## src/design/aarm_pkg.sv

```systemverilog
// Shared types, widths, constants and the arctangent table for the rotation matrix block.
package aarm_pkg;

  localparam int CORDIC_STEPS_DEFAULT = 16;
  localparam int TABLE_LEN = 24;

  localparam int ANGLE_W = 24;
  localparam int AXIS_W  = 16;
  localparam int ENTRY_W = 20;
  localparam int XY_W    = 33;   // Q30 with headroom for CORDIC growth
  localparam int Z_W     = 26;   // residual angle, degrees * 2^16
  localparam int CS_W    = 18;   // cos/sin in Q14
  localparam int PP_W    = 2 * AXIS_W;
  localparam int PS_W    = CS_W + AXIS_W;
  localparam int ACC_W   = 48;   // Q42 entry accumulator
  localparam int LOW_W   = 11;   // a full turn is 45 blocks of 2^11 units
  localparam int U_W     = 14;
  localparam int Q_W     = 8;
  localparam int REM_W   = 17;

  localparam int FULL_TURN    = 92160;
  localparam int HALF_TURN    = 46080;
  localparam int QUARTER_TURN = 23040;
  localparam int TURN_BLOCKS  = 45;
  localparam int TURN_BIAS    = 4140;   // 92 full turns in blocks, makes the block count positive
  localparam int RECIP        = 5826;   // ceil(2^18 / 45)
  localparam int RECIP_SHIFT  = 18;
  localparam int RECIP_W      = 13;
  localparam int ANGLE_SHIFT  = 8;      // 1/256 degree -> degrees * 2^16
  localparam int CS_SHIFT     = 16;     // Q30 -> Q14
  localparam int ONE_SHIFT    = 28;     // c * I term in Q42
  localparam int CROSS_SHIFT  = 14;     // s * [a]x term in Q42
  localparam int ONE_Q14      = 16384;

  typedef logic signed [ANGLE_W-1:0] angle_t;
  typedef logic signed [AXIS_W-1:0]  axis_t;
  typedef logic signed [ENTRY_W-1:0] entry_t;
  typedef logic signed [XY_W-1:0]    xy_t;
  typedef logic signed [Z_W-1:0]     z_t;
  typedef logic signed [CS_W-1:0]    cs_t;
  typedef logic signed [PP_W-1:0]    pp_t;
  typedef logic signed [PS_W-1:0]    ps_t;
  typedef logic signed [ACC_W-1:0]   acc_t;
  typedef logic signed [REM_W:0]     turn_t;

  localparam xy_t  GAIN_Q30  = xy_t'(652032874);
  localparam xy_t  ROUND_Q16 = xy_t'(32768);
  localparam acc_t ROUND_Q28 = acc_t'(134217728);
  localparam acc_t ENTRY_MAX = acc_t'(524287);
  localparam acc_t ENTRY_MIN = acc_t'(-524288);

  typedef struct packed {
    axis_t x;
    axis_t y;
    axis_t z;
  } axis_vec_t;

  typedef struct packed {
    xy_t       x;
    xy_t       y;
    z_t        z;
    logic      neg;
    axis_vec_t axis;
  } cordic_t;

  // atan(2^-i) in degrees * 2^16, rounded to nearest
  localparam logic [22:0] ATAN_TABLE [TABLE_LEN] = '{
    23'd2949120, 23'd1740967, 23'd919879, 23'd466945, 23'd234379, 23'd117304,
    23'd58666,   23'd29335,   23'd14668,  23'd7334,   23'd3667,   23'd1833,
    23'd917,     23'd458,     23'd229,    23'd115,    23'd57,     23'd29,
    23'd14,      23'd7,       23'd4,      23'd2,      23'd1,      23'd0
  };

endpackage

```

## src/design/aarm_reduce.sv

```systemverilog
// Two-stage angle reduction: modulo 360 degrees, fold into [-90,90], CORDIC seed.
module aarm_reduce (
  input  logic                clk,
  input  logic                rst,
  input  logic                adv,
  input  logic                in_valid,
  input  aarm_pkg::angle_t    angle,
  input  aarm_pkg::axis_vec_t axis,
  output logic                out_valid,
  output aarm_pkg::cordic_t   out_d
);

  localparam int H_W = aarm_pkg::ANGLE_W - aarm_pkg::LOW_W;

  // stage 1: block count modulo 45 via reciprocal multiply
  logic signed [H_W-1:0]                 h;
  logic signed [aarm_pkg::U_W:0]         u_s;
  logic [aarm_pkg::U_W-1:0]              u;
  logic [aarm_pkg::U_W+aarm_pkg::RECIP_W-1:0] prod;

  logic                                  v1;
  logic [aarm_pkg::U_W-1:0]              u1;
  logic [aarm_pkg::Q_W-1:0]              q1;
  logic [aarm_pkg::LOW_W-1:0]            low1;
  aarm_pkg::axis_vec_t                   axis1;

  assign h    = angle[aarm_pkg::ANGLE_W-1:aarm_pkg::LOW_W];
  assign u_s  = (aarm_pkg::U_W+1)'(h) + (aarm_pkg::U_W+1)'(aarm_pkg::TURN_BIAS);
  assign u    = u_s[aarm_pkg::U_W-1:0];
  assign prod = (aarm_pkg::U_W+aarm_pkg::RECIP_W)'(u)
              * (aarm_pkg::U_W+aarm_pkg::RECIP_W)'(aarm_pkg::RECIP);

  always_ff @(posedge clk) begin
    if (rst) begin
      v1 <= 1'b0;
    end else if (adv) begin
      v1 <= in_valid;
    end
  end

  always_ff @(posedge clk) begin
    if (adv) begin
      u1    <= u;
      q1    <= prod[aarm_pkg::RECIP_SHIFT +: aarm_pkg::Q_W];
      low1  <= angle[aarm_pkg::LOW_W-1:0];
      axis1 <= axis;
    end
  end

  // stage 2: remainder, fold, seed
  logic [aarm_pkg::U_W-1:0]   qx;
  logic [aarm_pkg::U_W-1:0]   m;
  logic [aarm_pkg::REM_W-1:0] rem;
  aarm_pkg::turn_t            rr0, rr1, rr2;
  logic                       neg;
  aarm_pkg::cordic_t          seed;

  assign qx  = aarm_pkg::U_W'(q1) * aarm_pkg::U_W'(aarm_pkg::TURN_BLOCKS);
  assign m   = u1 - qx;
  assign rem = {m[aarm_pkg::REM_W-aarm_pkg::LOW_W-1:0], low1};

  always_comb begin
    rr0 = aarm_pkg::turn_t'({1'b0, rem});
    if (rr0 > aarm_pkg::HALF_TURN) begin
      rr1 = aarm_pkg::turn_t'(rr0 - aarm_pkg::FULL_TURN);
    end else begin
      rr1 = rr0;
    end
    neg = 1'b0;
    rr2 = rr1;
    if (rr1 > aarm_pkg::QUARTER_TURN) begin
      rr2 = aarm_pkg::turn_t'(rr1 - aarm_pkg::HALF_TURN);
      neg = 1'b1;
    end else if (rr1 < -aarm_pkg::QUARTER_TURN) begin
      rr2 = aarm_pkg::turn_t'(rr1 + aarm_pkg::HALF_TURN);
      neg = 1'b1;
    end
    seed.x    = aarm_pkg::GAIN_Q30;
    seed.y    = '0;
    seed.z    = aarm_pkg::z_t'(rr2) <<< aarm_pkg::ANGLE_SHIFT;
    seed.neg  = neg;
    seed.axis = axis1;
  end

  always_ff @(posedge clk) begin
    if (rst) begin
      out_valid <= 1'b0;
    end else if (adv) begin
      out_valid <= v1;
    end
  end

  always_ff @(posedge clk) begin
    if (adv) begin
      out_d <= seed;
    end
  end

endmodule

```

## config.mk

```make
export PLATFORM = sky130hd
export DESIGN_NAME = aarm_reduce
export DESIGN_NICKNAME = d
export VERILOG_FILES = /design/src/design/aarm_pkg.sv /design/src/design/aarm_reduce.sv
export SDC_FILE = /design/constraint.sdc
export NUM_CORES = 1
export LEC_CHECK = 0
export BUFFER_PORTS_ARGS = -buffer_cell sky130_fd_sc_hd__buf_2
export CORE_ASPECT_RATIO = 1.5
export CORE_MARGIN = 1
export CORE_UTILIZATION = 54
export DETAILED_ROUTE_END_ITERATION = 16
export GPL_TIMING_DRIVEN = 0
export PLACE_DENSITY_LB_ADDON = 0.15
export SLEW_MARGIN = 20
export SYNTH_ARGS = -nofsm -noshare
export SYNTH_HDL_FRONTEND = slang
export SYNTH_SLANG_ARGS = --single-unit
```

## constraint.sdc

```tcl
create_clock -name clk -period 9 [get_ports clk]
set_input_delay 2.7 -clock clk [delete_from_list [all_inputs] [get_ports clk]]
set_output_delay 2.7 -clock clk [all_outputs]
set_load 0.03 [all_outputs]
```

# Word level (Yosys, flattened, before mapping)
# Index checks and enable logic that the tools add are counted.
# totals
input_bits	76
ramBits	0
rom_bits	0
register_bits	142
wordCells	27
output_inout_bits	142
memories	0
latch_bits	0
# classes
multipliers	2
n_mux	4
n_div	0
n_eq_ne	0
n_shift	0
order_cmp	3
bitwise_logic	0
reduce_logical	0
n_addsub	5
# op_table
operator	n
$mux W18	3
$mul A14 B12 Y25 const B	1
$add A18 B17 Y18 const B	1
$gt A18 B16 Y1 const B	1
$lt A18 B16 Y1 const B	1
$sub A17 B17 Y18 const B	1
$sub A18 B17 Y18 const B	1
$gt A17 B16 Y1 const B	1
$add A13 B14 Y14 const B	1
$mul A8 B6 Y6 const B	1
$sub A6 B6 Y6	1
$mux W1	1

# Longest topological paths before layout
# depth
ltp_word	7
mapped_depth	27
depth_no_buf	27

# Worst setup path before layout
# No wires, ideal clock.
# synth_timing
kind	input to register
startpoint	input port angle[13]
endpoint	register q1[5] (netlist bit) (data pin)
path_stages	26
setup_ns	0.260
setup_slack_ns	1.000
required_time_ns	8.740
arrival_time_ns	7.740
path_buffers	0
path_cell_list	inv_1 ha_1 inv_1 a21oi_1 nor2b_1 nand2_1 xnor2_1 ha_1 inv_1 fa_1 fa_1 inv_1 fa_1 inv_1 fa_1 inv_1 ha_1 a21o_1 a21o_1 a21oi_1 o21ai_0 a41o_1 nand4_1 nand4b_1 a21oi_1 xnor2_1
# synth_between
elab_chain_len	2
# synth_rtl
element	line	text
from (decl)	aarm_reduce.sv:7	input aarm_pkg::angle_t angle,
$add A13 B14 Y14	aarm_reduce.sv:28	assign u_s = (aarm_pkg::U_W+1)'(h) + (aarm_pkg::U_W+1)'(aarm_pkg::TURN_BIAS);
$mul A14 B12 Y25	aarm_reduce.sv:31	* (aarm_pkg::U_W+aarm_pkg::RECIP_W)'(aarm_pkg::RECIP);
via prod, one bit	aarm_reduce.sv:19	logic [aarm_pkg::U_W+aarm_pkg::RECIP_W-1:0] prod;
to (signal assigned)	aarm_reduce.sv:44	q1 <= prod[aarm_pkg::RECIP_SHIFT +: aarm_pkg::Q_W];
to (decl)	aarm_reduce.sv:23	logic [aarm_pkg::Q_W-1:0] q1;
# The timed path passes the listed nets, and every way through them passes these cells.
# A chain may end at the register's enable or synchronous reset.

# Worst setup path after layout
# layout_timing
startpoint	input port angle[13]
endpoint	register q1[3] (netlist bit) (data pin)
# The elaborated chain is that of the path after synthesis.

==> out/summary.md <==
The max-slew violation count is 0, and the number of buffers inserted by port buffering is 143. The tools report the final layout net count as 1054. In this run the clock root is driven by a clkbuf_16. The maximum fanout along the worst path was 5. The die is 153.1 um tall. Highest-delay cell along the critical path: fa_1.

The layout has 1122 filler cells. The first-pass GRT wire length is 24180 um, and the count of state elements after synthesis is 140. During I/O placement, the number of pins put on the boundary was 218. During synthesis, Yosys emitted a total of 0 warnings. In the routed layout, each cell is associated on average with a via count of 4.717. Half-perimeter wire length of the detailed placement result: 11930 um.

Die area: 0.01573 mm2. For this run, the slowest stage of the critical path takes 540 ps. The placeable core region was 0.01473 mm2. The area growth from synthesis to layout was 22.54%. Clock tree synthesis found a total of 140 sinks. The synthesized design contains 138 enable-type register cells.

Max-capacitance violation count: 0. Sorting the synthesized cells by how often they occur yields 138 x edfxtp_1, 94 x inv_1, 84 x ha_1. Row generation in the floorplan step produced 54 rows. In the final timing run, aggregate negative setup slack is 0 ps. The run gives 3 as the initial antenna violation count. The synthesized design spends more area on one cell type than any other, namely edfxtp_1. The path type of the worst setup path was in2reg. The startpoint identified for the worst hold timing path is axis1[45]$_DFFE_PP_. The worst min-delay path class was reg2reg. The worst setup path is launched from an input pin. Setup violations remaining at the end of the flow were counted as 0. Prevailing post-synth register cell: edfxtp_1. The tools report the number of failing hold endpoints at the final stage as 0. After the flow finishes, the layout carries non-filler instances totaling 1066.

The tools report the origin of the critical flop-to-flop path as q1[0]$_DFFE_PP_. The logs give 0 for the hold-fix buffer count after cts and 8480 ps for the arrival time reported for the critical path endpoint. TritonCTS built the clock tree. The logs give 5 for the first-pass detailed-route iteration total and 49.64% for the max-slew headroom at the worst pin. Clock network latency to the later pin of the worst-skew pair: 410 ps. After detailed placement, the design holds a cell count of 1031. Summed over its instances, the top area cell type makes up 50.40% of the synthesized netlist area. Once the clock tree was built, the resizer swapped 0 gates to a different size. After detailed routing, the average wire length per cell comes to 14.10 um.

Counting both buffers and inverters, the worst setup path holds a total of 7. The run gives 5028 as the total via count after detailed routing. At the end of routability-driven placement, the weighted congestion stood at 0.8917. The worst path uses 92.50% of the clock period. The tools report the total congestion overflow as 0.

Sequential cells were found to cover 50.89% of the synthesized design area. TritonCTS created 17 clock buffers. Sorting the synthesized cells by area gives the leading types as edfxtp_1 50%, ha_1 13%, fa_1 9.7%. The synthesized instance count is 619. The initial core utilization was 55.82%; the die width was 102.8 um. For the number of routed nets with antenna violations, the log shows 0.

Grouping stages by cell kind, the critical path spends the most delay in adder cells. Summed over all layers, the routed wires come to 15030 um. Counting flops with an async set or reset pin after synthesis yields a share of 0%. The beginning of the critical path is angle[13]. Static timing analysis puts the maximum clock frequency at 0.1201 GHz.

The via count of the first global-routing pass was 5265. The transition time of the tightest slew-check pin was 752.8 ps; the required arrival time at the worst endpoint was 9150 ps. The synthesized netlist contains 53 unique library cells. Post-layout minimum cycle time: 8325 ps. STA classifies the critical path endpoint as a flop. Setup repair after global routing left no endpoint under its margin. The share of final-layout standard cells stronger than drive strength 1 came out at 30.10%. After clock tree synthesis, the clock-pin slew on the worst setup and hold paths is 60 ps. For the pin count of the biggest net entering global routing, the log shows 94. The dominant cell by count in the synthesized netlist is edfxtp_1. For the buffers inserted during post-CTS setup optimization, the log shows 0.

After the first detailed-routing iteration, the DRC count stood at 145. The detailed-route DRC error count was 0; the setup skew after layout was 9.244 ps. The most numerous cell type found on the critical path is inv_1. Average footprint of a synthesized cell: 13.28 um2. Global routing used 20.37% of the available tracks. The run finished with clean final reports.

In this run the number of H-tree levels came out at 4. The post-synthesis cell area was 0.008222 mm2; the maximum root-to-sink buffer count was 2.
-- state kept, by name (all words and copies together) (netlist names) --
name / flops
q1: 6
axis1: 48
out_d: 67
v1: 1
out_valid: 1
low1: 11
u1: 6
-- cell families after synthesis --
logic type / Yosys count / synth area share, %
flops: 140 / 50.89
mux: 5 / 0.6088
xor+xnor: 42 / 4.794
compound gates: 66 / 5.433
buf+inv: 171 / 11.32
fa+ha+maj: 124 / 22.52
other cells: 2 / 0.09134
simple gates: 69 / 4.338
-- worst reg2reg max path, stage by stage, from the launching register on --
cell and delay, ps:
edfxtp_1 450, inv_1 70, ha_1 180, ha_1 300, inv_1 60, fa_1 580, inv_1 150, ha_1 150
a21oi_1 60, or2_0 200, a31oi_1 330, o211ai_2 160, and2_4 210, buf_8 130, xnor2_4 240, inv_1 100
ha_1 190, nand2_1 80, nand4_1 120, a31oi_1 240, o21ai_1 220, o221ai_1 320, xnor2_1 110
-- per-layer routing --
metal	share of wire, %	up-vias	track usage [%]
met3	3.1	27	2.789
met2	61	144	41.37
met5	0	-	0
met4	2.8	0	9.323
met1	33	2407	18.78
li1	-	2450	-
-- through the flow --
step / setup WS [ps] / area [um2] / hold slack [ps] / util (%)
5_1_grt: 269.0 / 10070 / 420.3 / 68.40
3_5_place_dp: 206.6 / 9487 / 404.5 / 64.41
4_1_cts: 627.4 / 10070 / 419.2 / 68.35
2_1_floorplan: 999.8 / 8492 / 400.3 / -
6_report: 674.6 / 10070 / 416.8 / 68.40
3_3_place_gp: 304.1 / 9453 / 400.4 / 64.18
-- final cells by class --
cell class,instances,area (um2),area share (%)
buffer,76,574.3,5.700
multi-input combinational,380,3377,33.52
clock buffer,17,425.4,4.223
tap,196,245.2,2.434
sequential,140,4184,41.53
antenna,3,7.507,0.07452
timing repair buffer,144,749.5,7.439
inverter,95,356.6,3.539
clock inverter,15,155.1,1.540
-- cell usage in the layout, fill, tap and decap left out, drive strengths merged, types with 4 or more instances in the layout --
cell type	netlist	routed
a21o	5	5
a21oi	20	20
buf	75	219
clkbuf	1	18
conb	2	74
edfxtp	138	138
fa	40	40
ha	84	84
inv	95	104
mux2i	5	5
nand2	17	17
nand3	6	6
nand4	4	4
nor2	21	21
nor2b	6	6
o21a	5	5
o21ai	11	11
o21bai	4	4
o22ai	4	4
xnor2	35	35
xor2	7	7
-- final timing paths --
| path | to | slack [ps] | cells after the start |
|---|---|---|---|
| setup / recovery | q1[3]$_DFFE_PP_ | 670 | 27 |
| hold / removal | out_d[45]$_DFFE_PP_ | 420 | 0 |
| setup reg to reg | out_d[72]$_DFFE_PP_ | 4090 | 22 |
| hold reg to reg | out_d[45]$_DFFE_PP_ | 420 | 0 |
Power is not shown: default switching activity piles up to over one toggle a cycle in this logic, so the estimate is an artifact.
